$ cat config.mk
export PLATFORM = sky130hd
export DESIGN_NAME = abmc_select_tree
export DESIGN_NICKNAME = d
export VERILOG_FILES = /design/src/rtl/core/assert_macros.svh /design/src/rtl/core/abmc_pkg.sv /design/src/rtl/core/abmc_select_tree.sv
export SDC_FILE = /design/constraint.sdc
export NUM_CORES = 1
export LEC_CHECK = 0
export BUFFER_PORTS_ARGS = -buffer_cell sky130_fd_sc_hd__buf_2
export CORE_ASPECT_RATIO = 1.2
export CORE_MARGIN = 2
export CORE_UTILIZATION = 40
export DETAILED_ROUTE_END_ITERATION = 10
export PLACE_DENSITY_LB_ADDON = 0.1
export SYNTH_ARGS = -nofsm -noshare
export SYNTH_HDL_FRONTEND = slang
export SYNTH_SLANG_ARGS = --single-unit
$ cat constraint.sdc
create_clock -name clk -period 6 [get_ports clk]
set_input_delay 1.2 -clock clk [delete_from_list [all_inputs] [get_ports clk]]
set_output_delay 1.2 -clock clk [all_outputs]
set_load 0.01 [all_outputs]
$ cat src/rtl/core/assert_macros.svh
// assertion macros shared by the classifier rtl
`ifndef ASSERT_MACROS_SVH
`define ASSERT_MACROS_SVH

// clocked check, off while reset is asserted
`define ABMC_ASSERT(lbl, prop, msg) \
    lbl: assert property (@(posedge clk) disable iff (!rst_n) prop) \
        else $error(msg);

// clocked check that also holds during reset
`define ABMC_ASSERT_RST(lbl, prop, msg) \
    lbl: assert property (@(posedge clk) prop) else $error(msg);

`endif

$ cat src/rtl/core/abmc_pkg.sv
// types, constants and helpers of the best-match acl classifier
`timescale 1ns / 1ps

package abmc_pkg;

    localparam int RULE_COUNT  = 16;
    localparam int IDX_W       = $clog2(RULE_COUNT);
    localparam int GROUP_SIZE  = 4;
    localparam int GROUP_COUNT = RULE_COUNT / GROUP_SIZE;
    localparam int CFG_W       = 5;
    localparam int ADDR_W      = 32;
    localparam int PORT_W      = 16;
    localparam int LEN_W       = 6;
    localparam int CLASS_W     = 3;
    localparam int FLAGS_W     = 6;
    localparam int SCORE_W     = 7;

    localparam logic [LEN_W-1:0] MAX_PREFIX = LEN_W'(32);

    localparam logic OP_CLASSIFY = 1'b0;
    localparam logic OP_WRITE    = 1'b1;

    localparam logic [CLASS_W-1:0] CLASS_ICMP = 3'd1;
    localparam logic [CLASS_W-1:0] CLASS_UDP  = 3'd2;
    localparam logic [CLASS_W-1:0] CLASS_TCP  = 3'd3;

    localparam int FLAG_TCP_EN   = 0;
    localparam int FLAG_UDP_EN   = 1;
    localparam int FLAG_ICMP_EN  = 2;
    localparam int FLAG_TCP_ACC  = 3;
    localparam int FLAG_UDP_ACC  = 4;
    localparam int FLAG_ICMP_ACC = 5;

    typedef logic [SCORE_W-1:0] score_t;

    typedef struct packed {
        logic [ADDR_W-1:0]  src_net;
        logic [ADDR_W-1:0]  dst_net;
        logic [LEN_W-1:0]   src_len;
        logic [LEN_W-1:0]   dst_len;
        logic [PORT_W-1:0]  src_lo;
        logic [PORT_W-1:0]  src_hi;
        logic [PORT_W-1:0]  dst_lo;
        logic [PORT_W-1:0]  dst_hi;
        logic [FLAGS_W-1:0] flags;
    } rule_entry_t;

    typedef struct packed {
        logic               op;
        logic [IDX_W-1:0]   rule_index;
        logic [ADDR_W-1:0]  source_address;
        logic [ADDR_W-1:0]  dest_address;
        logic [PORT_W-1:0]  source_port_low;
        logic [PORT_W-1:0]  source_port_high;
        logic [PORT_W-1:0]  dest_port_low;
        logic [PORT_W-1:0]  dest_port_high;
        logic [LEN_W-1:0]   source_prefix_len;
        logic [LEN_W-1:0]   dest_prefix_len;
        logic [CLASS_W-1:0] packet_class;
        logic [FLAGS_W-1:0] rule_flags;
    } item_t;

    // pipeline control handed to each stage
    typedef struct packed {
        logic advance;
        logic valid;
    } stage_ctrl_t;

    // best candidate of a group of rules
    typedef struct packed {
        score_t           score;
        logic [IDX_W-1:0] idx;
        logic             accept;
    } cand_t;

    function automatic logic [LEN_W-1:0] sat_len(logic [LEN_W-1:0] len);
        return (len > MAX_PREFIX) ? MAX_PREFIX : len;
    endfunction

    // len is 0..32, shifting all ones right by 32 gives zero
    function automatic logic [ADDR_W-1:0] prefix_mask(logic [LEN_W-1:0] len);
        return ~({ADDR_W{1'b1}} >> len);
    endfunction

endpackage

$ cat src/rtl/core/abmc_select_tree.sv
// two-level registered best-score selection and result register
`timescale 1ns / 1ps

module abmc_select_tree import abmc_pkg::*; (
    input  logic                     clk,
    input  logic                     rst_n,
    input  stage_ctrl_t              ctrl,
    input  score_t [RULE_COUNT-1:0]  scores,
    input  logic [RULE_COUNT-1:0]    accepts,
    output logic                     out_valid,
    output logic                     drop,
    output logic                     matched,
    output logic [IDX_W-1:0]         winning_index,
    output score_t                   match_score
);

    logic                     grp_valid_reg;
    cand_t [GROUP_COUNT-1:0]  grp_reg;
    cand_t [GROUP_COUNT-1:0]  grp_next;
    cand_t                    best_next;
    logic                     out_valid_reg;
    logic                     drop_reg;
    logic                     matched_reg;
    logic [IDX_W-1:0]         index_reg;
    score_t                   score_reg;

    // strict compare in ascending order keeps the lowest index on a tie
    always_comb
    begin
        for (int g = 0; g < GROUP_COUNT; g++)
        begin
            grp_next[g].score  = '0;
            grp_next[g].idx    = '0;
            grp_next[g].accept = 1'b1;
            for (int k = 0; k < GROUP_SIZE; k++)
            begin
                if (scores[g * GROUP_SIZE + k] > grp_next[g].score)
                begin
                    grp_next[g].score  = scores[g * GROUP_SIZE + k];
                    grp_next[g].idx    = IDX_W'(g * GROUP_SIZE + k);
                    grp_next[g].accept = accepts[g * GROUP_SIZE + k];
                end
            end
        end
    end

    always_comb
    begin
        best_next.score  = '0;
        best_next.idx    = '0;
        best_next.accept = 1'b1;
        for (int g = 0; g < GROUP_COUNT; g++)
        begin
            if (grp_reg[g].score > best_next.score)
            begin
                best_next = grp_reg[g];
            end
        end
    end

    always_ff @(posedge clk or negedge rst_n)
    begin
        if (!rst_n)
        begin
            grp_valid_reg <= 1'b0;
            out_valid_reg <= 1'b0;
        end
        else if (ctrl.advance)
        begin
            grp_valid_reg <= ctrl.valid;
            out_valid_reg <= grp_valid_reg;
        end
    end

    always_ff @(posedge clk)
    begin
        if (ctrl.advance)
        begin
            grp_reg     <= grp_next;
            matched_reg <= (best_next.score != '0);
            drop_reg    <= (best_next.score != '0) && !best_next.accept;
            index_reg   <= best_next.idx;
            score_reg   <= best_next.score;
        end
    end

    assign out_valid     = out_valid_reg;
    assign drop          = drop_reg;
    assign matched       = matched_reg;
    assign winning_index = index_reg;
    assign match_score   = score_reg;

endmodule

## After elaboration in Yosys (flattened, before gate mapping)

Index checks and enable logic that the tools add are counted.

| operators by class | value |
|---|---|
| magnitude comparators | 20 |
| muxes and demuxes | 20 |
| reduce and logical (&&, ||, !) cells | 11 |

Operators by type and width:

| operator | number |
|---|---|
| two-way mux 12 bit | 20 |
| greater-than comparator 7 bit | 15 |
| greater-than comparator 7 x 1 -> 1 bit, second input constant | 5 |
| OR reduction 3 bit | 4 |
| OR reduction 2 bit | 4 |
| nonzero test 7 bit | 1 |
| logical AND 1 bit | 1 |
| zero test 1 bit | 1 |

| word-level totals | value |
|---|---|
| flip-flop bits (word level) | 63 |
| word-level logic and storage cells | 77 |

## Longest topological paths before layout

Gate-level depths: netlist of run 1.

| logic depth | value |
|---|---|
| word-level depth | 10 |
| depth in mapped cells | 25 |
| gate-level depth less buffers | 23 |

## Least setup slack after synthesis of run 1

Ideal clock, no wire load.

| timing path | value |
|---|---|
| path kind | input to register |
| start | in scores[32] (netlist name) |
| end | reg grp_reg[12] (netlist name) (data pin) |
| library setup time | 0.256 ns |
| arrival | 5.703 ns |
| setup slack | 0.040 ns |
| stages on the path | 23 |
| cell sequence | inv_1 > ha_1 > a21o_1 > a21oi_2 > nor2b_2 > o31ai_4 > mux2i_1 > ha_1 > a21o_1 > a21o_1 > a221oi_1 > a41o_1 > buf_2 > nand2_1 > o21ai_1 > ha_1 > a21o_1 > a21o_1 > a211oi_1 > o21bai_1 > buf_2 > o21ai_1 > o22a_1 |

RTL lines:

| what | RTL line | text |
|---|---|---|
| start, declared | abmc_select_tree.sv:8 | `input score_t [RULE_COUNT-1:0] scores,` |
| end signal, assigned | abmc_select_tree.sv:79 | `grp_reg <= grp_next;` |
| end, declared | abmc_select_tree.sv:18 | `cand_t [GROUP_COUNT-1:0] grp_reg;` |

==> run_results.csv, run 1 <==
group,metric,value,unit
worst_setup_path,crit_fanout,6,
cells_and_area,diodes,0,
worst_setup_path,path_common_cell,"o21a_1",
cells_and_area,finish.instance_area,7810,µm²
global_routing,overflow,0,
clock_tree,cts.sinks,58,
worst_setup_path,r2r-start,"grp_reg[21]",
routing,viasPerCell,5.25,
synth,synth_seq_area_share,0.278,
worst_setup_path,reg2reg_to,"drop",
synth,synth.area.mux_share,0.101,
routing,wl_met2,8470,µm
worst_hold_path,holdPathEnd,"grp_valid_reg",
placed_design,pre_cts_slack,-167,ps
power,power,0.00285,W
routing,drc,0,
synth,synthCells,671,
worst_setup_path,critPathRequiredTime,6040,ps
flow_run,max_cap_violations,0,
floorplan,initial_core_util,0.403,
clock_tree,root_buffer,"clkbuf_16",
worst_setup_path,rrSetupSlack,790,ps
timing,hold_viol_final,0,
worst_setup_path,arrival,5720,ps
placed_design,io_buffers,145,
routing,wl_met1,6800,µm
global_routing,grt_first_pass_wirelength,26500,µm
floorplan,boundaryPins,146,
routing,drt_iter0_markers,222,
run_status,outcome,"completed",
clock_tree,cts_htree_levels,3,
routing,ant_nets,0,
synth,synth-xor-area-share,0,
timing,slew_headroom,0.515,
cells_and_area,largest_register_ffs,43,
synth,synth-compound-area-share,0.215,
global_routing,grt_pass1_vias,5694,
worst_setup_path,critPathMaxStageDelay,360,ps
cells_and_area,layout_common_cells,"buf_2 (145), ha_1 (105), inv_1 (82), edfxtp_1 (56), buf_4 (44)",
floorplan,coreArea,15500,µm²
cells_and_area,layout_commonest_cell,"buf_2",
routing,wl_per_cell,15.3,µm
global_routing,grt_max_degree,59,
synth,synth_area,6230,µm²
timing,fmaxAchievable,0.176,GHz
worst_hold_path,min_from,"grp_valid_reg",
routing,top_layer,"met4",
power,power_density,365,nW/µm²
timing,rsz0062_at_grt,"no",
worst_setup_path,critPathKind,"in -> reg",
worst_setup_path,end_kind,"flop",
cells_and_area,syn2layout_area_growth,25.3,%
floorplan,die_area,16600,µm²
synth,synth_top_family_by_area,"compound AO/OA/AOI/OAI gates",
routing,wl_met3,575,µm
synth,async_reset_ff_frac,0.0345,
timing,worst_clock_skew,3.74,ps
synth,synth_edf_count,56,
worst_hold_path,hold_depth,1,
routing,firstDrtPassIters,4,
worst_hold_path,timing.hold.worst.class,"reg -> reg",
clock_tree,clkLatencyLatePin,330,ps
synth,yosysWarnings,0,
floorplan,rows,50,
timing,slew_violations,0,
placed_design,dp_hpwl,13800,µm
synth,synth_seq_cells,58,
worst_setup_path,cpMaxStageDelayCell,"o31a_1",
synth,yosys.area.top_type,"edfxtp_1",
synth,syn_area_per_cell,9.29,µm²
synth,synth_fa_ha_area_frac,0.211,
clock_tree,path_clk_slew,50,ps
clock_tree,cts_hold_buf,0,
global_routing,grt_util_all_layers,0.198,
synth,syn_nets,908,
cells_and_area,seqCellArea,1730,µm²
worst_setup_path,startpoint_type,"primary input",
routing,route.vias.total,5574,
timing,min_period_over_period,0.947,
synth,synthTopCellsByArea,"edfxtp_1 (27%), ha_1 (21%), mux2i_1 (5.3%), inv_1 (4.9%), a21oi_1 (2.7%)",
cells_and_area,fin_nets,1086,
timing,worst_pin_slew,727,ps
power,p_leak,3.84,nW
floorplan,die_h,141,µm
synth,synth_top_area_share,0.270,
clock_tree,cts_tree,"yes",
global_routing,antenna_found_initial,0,
clock_tree,cts_buffers,9,
worst_setup_path,r2r_cells,21,
timing,setup_violations,0,
timing,finalCriticalPeriod,5680,ps
synth,synthFlopType,"edfxtp_1",
cells_and_area,layout-drive-gt1-share,0.287,
synth,synthDistinctLibCells,64,
power,max-vdd-ir-drop,0.212,mV
clock_tree,cts_buffer_depth,2,
worst_setup_path,cp_cell_sequence,"buf_2 -> inv_1 -> ha_1 -> nor2b_1 -> o21a_1 -> o21a_1 -> o21bai_4 -> a21oi_4 -> mux2i_2 -> ha_1 -> a21o_1 -> a21oi_1 -> nor2b_1 -> o31a_1 -> mux2_1 -> ha_1 -> nor2b_1 -> o21a_1 -> o21a_1 -> o31ai_2 -> buf_4 -> nand2_1 -> o22ai_1 -> a21oi_1",
cells_and_area,n_fill_cell,1486,
placed_design,gp_congestion,0.841,
synth,synth_simple_gate_area_frac,0.127,
floorplan,die_x,118,µm
cells_and_area,multi_input_area,4120,µm²
placed_design,place_area,7420,µm²
routing,wl,16300,µm
timing,setup_slack,318,ps
-- cells by family (layout without fill, tap and decap cells) --
logic type | count (synthesis) | count (layout)
buf+inv | 108 | 291
compound gates | 191 | 191
mux | 58 | 58
flops | 58 | 58
simple gates | 151 | 151
fa+ha+maj | 105 | 105
-- critical path, delay by kind of cell --
family / cells / cell delay, ps
AO/OA/AOI/OAI: 12 / 2170
adder cells (fa/ha/maj): 3 / 870
multiplexers: 2 / 650
AND/OR/NAND/NOR: 4 / 470
buffers and inverters: 3 / 340
-- through the flow --
step | TNS (ps) | util | instances | hold slack, ps
6_report | 0 | 0.505 | 1062 | 506
4_1_cts | 0 | 0.501 | 1059 | 509
5_1_grt | 0 | 0.505 | 1062 | 530
2_1_floorplan | 0 | - | 671 | 475
3_5_place_dp | -1960 | 0.480 | 1043 | 500
3_3_place_gp | -512 | 0.480 | 1043 | 484
-- how the worst max path moves through the flow --
stage	startpoint	to	slack (ps)	cells after the start
after floorplan	scores[32]	grp_reg[12]	40	23
after global placement	scores[85]	grp_reg[46]	-110	24
after detailed placement	scores[85]	grp_reg[46]	-170	24
after CTS	scores[85]	grp_reg[46]	130	24
after global routing	scores[57]	grp_reg[33]	20	24
final	scores[85]	grp_reg[46]	320	24
-- cell usage after synthesis (5+ instances only) --
library cell and n:
a211oi_1 10, a21o_1 21, a21oi_1 34, buf_2 10
clkbuf_1 9, edfxtp_1 56, ha_1 105, inv_1 82
mux2_1 10, mux2_2 10, mux2_4 5, mux2i_1 33
nand2_1 33, nand3_1 19, nand4_1 15, nor2_1 24
nor2b_1 19, nor3_1 9, nor4_1 5, o21a_1 18
o21ai_0 10, o21ai_1 34, o22ai_1 10, o2bb2ai_1 10
-- cell type report --
type                    instances  share of cell area
repair buffers                189               0.135
well taps                     208              0.0333
clock inverters                 7              0.0119
clock buffers                   9              0.0288
flip-flops and latches         58               0.222
multi-input cells             505               0.528
inverters                      86              0.0413
-- layer usage --
| layer | vias up | track usage |
|---|---|---|
| met4 | 0 | 0.0723 |
| met1 | 2546 | 0.218 |
| met3 | 38 | 0.0328 |
| met2 | 136 | 0.379 |
| met5 | - | 0 |
| li1 | 2854 | - |
-- report_power, final --
| group | switching, W | total [W] | internal [W] |
|---|---|---|---|
| sequential | 0.0000630 | 0.000700 | 0.000637 |
| combinational | 0.000901 | 0.00161 | 0.000708 |
| clock | 0.000181 | 0.000543 | 0.000362 |
-- what timing repair did --
action	4_1_cts	5_1_grt
setup buffers	0	3
endpoints found under the hold margin	0	0
setup endpoints to repair	0	26
gates resized for setup	0	9
(Power assumes the default switching activity.)
==> run 2, diff against run 1 <==
--- a/config.mk
+++ b/config.mk
@@ -6,11 +6,13 @@
 export NUM_CORES = 1
 export LEC_CHECK = 0
 export BUFFER_PORTS_ARGS = -buffer_cell sky130_fd_sc_hd__buf_2
-export CORE_ASPECT_RATIO = 1.2
+export CORE_ASPECT_RATIO = 0.9
 export CORE_MARGIN = 2
 export CORE_UTILIZATION = 40
 export DETAILED_ROUTE_END_ITERATION = 10
+export GPL_ROUTABILITY_DRIVEN = 0
 export PLACE_DENSITY_LB_ADDON = 0.1
 export SYNTH_ARGS = -nofsm -noshare
 export SYNTH_HDL_FRONTEND = slang
 export SYNTH_SLANG_ARGS = --single-unit
+export TNS_END_PERCENT = 30
==> run 2 against run 1 <==
Sequential share of layout area rose by 0.064 points. Cell area fell by 0.29%. Global-route usage rose by 0.17 points. Die area barely moved. Combinational power rose by 2%. Clock-buffer cell count did not move. Critical path type unchanged. Highest routed layer unchanged.
==> run_results.csv, run 2 (synthesis results as in run 1) <==
group,metric,value,unit
timing,worst_pin_slew,750,ps
timing,hold_viol_final,0,
routing,wl_met2,7500,µm
routing,route.vias.total,5635,
worst_setup_path,startpoint_type,"primary input",
clock_tree,cts_htree_levels,3,
worst_setup_path,path_common_cell,"o21a_1",
clock_tree,cts_tree,"yes",
worst_setup_path,r2r_cells,21,
timing,finalCriticalPeriod,5700,ps
worst_setup_path,reg2reg_to,"drop",
timing,whs,502,ps
clock_tree,cts_hold_buf,0,
worst_hold_path,timing.hold.worst.class,"reg -> reg",
global_routing,grt_pass1_vias,5704,
routing,top_layer,"met4",
timing,slew_headroom,0.500,
clock_tree,clkLatencyLatePin,330,ps
routing,firstDrtPassIters,4,
cells_and_area,largest_register_ffs,43,
routing,viasPerCell,5.36,
routing,wl,16300,µm
routing,wl_met3,743,µm
floorplan,initial_core_util,0.407,
worst_setup_path,cpMaxStageDelayCell,"o31a_1",
global_routing,grt_util_all_layers,0.199,
placed_design,io_buffers,145,
cells_and_area,syn2layout_area_growth,24.9,%
floorplan,coreArea,15300,µm²
run_status,outcome,"completed",
routing,wl_met1,7910,µm
cells_and_area,fin_nets,1082,
worst_setup_path,critPathMaxStageDelay,360,ps
floorplan,rows,43,
placed_design,dp.cells,1032,
floorplan,die_h,122,µm
global_routing,grt_first_pass_wirelength,26700,µm
floorplan,die_area,16600,µm²
worst_setup_path,arrival,5780,ps
cells_and_area,layout_common_cells,"buf_2 (145), ha_1 (105), inv_1 (82), edfxtp_1 (56), buf_4 (38)",
worst_setup_path,rrSetupSlack,590,ps
timing,worst_clock_skew,4.44,ps
routing,drc,0,
clock_tree,cts.sinks,58,
routing,drt_iter0_markers,282,
power,p_leak,3.82,nW
global_routing,grt_max_degree,59,
worst_setup_path,critPathRequiredTime,6080,ps
floorplan,boundaryPins,146,
flow_run,max_cap_violations,0,
timing,setup_violations,0,
worst_setup_path,critPathKind,"in -> reg",
timing,min_period_over_period,0.950,
clock_tree,path_clk_slew,50,ps
cells_and_area,stdcell_count,1052,
floorplan,die_x,136,µm
cells_and_area,layout_commonest_cell,"buf_2",
worst_hold_path,hold_depth,1,
timing,slew_violations,0,
worst_setup_path,r2r-start,"grp_reg[9]",
timing,fmaxAchievable,0.175,GHz
clock_tree,cts_buffers,9,
power,max-vdd-ir-drop,0.256,mV
worst_hold_path,holdPathEnd,"out_valid",
placed_design,dp_hpwl,13500,µm
clock_tree,cts_buffer_depth,2,
worst_hold_path,min_from,"grp_valid_reg",
routing,ant_nets,0,
power,power_density,365,nW/µm²
cells_and_area,diodes,0,
global_routing,antenna_found_initial,0,
timing,rsz0062_at_grt,"no",
clock_tree,root_buffer,"clkbuf_16",
routing,wl_per_cell,15.5,µm
worst_setup_path,end_kind,"flop",
worst_setup_path,crit_fanout,6,
global_routing,overflow,0,
cells_and_area,layout-drive-gt1-share,0.287,
run 2: area by class of cell:
| cell class | instances | area (µm²) |
|---|---|---|
| clock inverter | 7 | 70.1 |
| inverter | 86 | 323 |
| multi-input combinational | 505 | 4130 |
| clock buffer | 9 | 225 |
| timing repair buffer | 185 | 1050 |
| fill | 1455 | 7550 |
| tap | 202 | 253 |
| sequential | 58 | 1730 |
run 2: worst max path at each step:
stage | from | end | slack, ps | cells past startpoint
global placement | scores[85] | grp_reg[39] | -60 | 24
finish | scores[85] | grp_reg[41] | 300 | 25
global route | scores[85] | grp_reg[41] | 10 | 26
CTS | scores[85] | grp_reg[45] | 150 | 24
detailed placement | scores[85] | grp_reg[45] | -160 | 25
floorplan | scores[32] | grp_reg[12] | 40 | 23
run 2: per-stage QoR:
stage | setup WS [ps] | total power [W] | area [µm²] | utilization | setup TNS [ps]
final | 299 | 0.00285 | 7790 | 0.508 | 0
after global routing | 11.2 | 0.00310 | 7790 | 0.508 | 0
after CTS | 149 | 0.00283 | 7690 | 0.501 | 0
after detailed placement | -165 | 0.00231 | 7390 | 0.482 | -1480
after global placement | -60.0 | 0.00226 | 7390 | 0.482 | -331
after floorplan | 40.4 | 0.00180 | 6230 | - | 0
run 2: worst max-delay path, delay by kind of cell:
kind	cells	cell delay (ps)
AOI/OAI and AO/OA	11	2040
adders and majority gates	3	890
buffers and inverters	5	560
muxes	2	540
and+or+nand+nor	4	520
run 2: layer usage:
layer	up-vias	GRT usage
met5	-	0
met4	0	0.0553
met3	14	0.0318
met2	135	0.335
met1	2624	0.267
li1	2862	-
run 2: power breakdown:
part | internal (W) | switching, W
Sequential | 0.000637 | 0.0000645
Clock | 0.000320 | 0.000179
Combinational | 0.000719 | 0.000926
run 2: timing repair:
item	in CTS	in global routing
endpoints found under the setup margin	0	30
gates resized for setup	0	13
buffers inserted	0	4
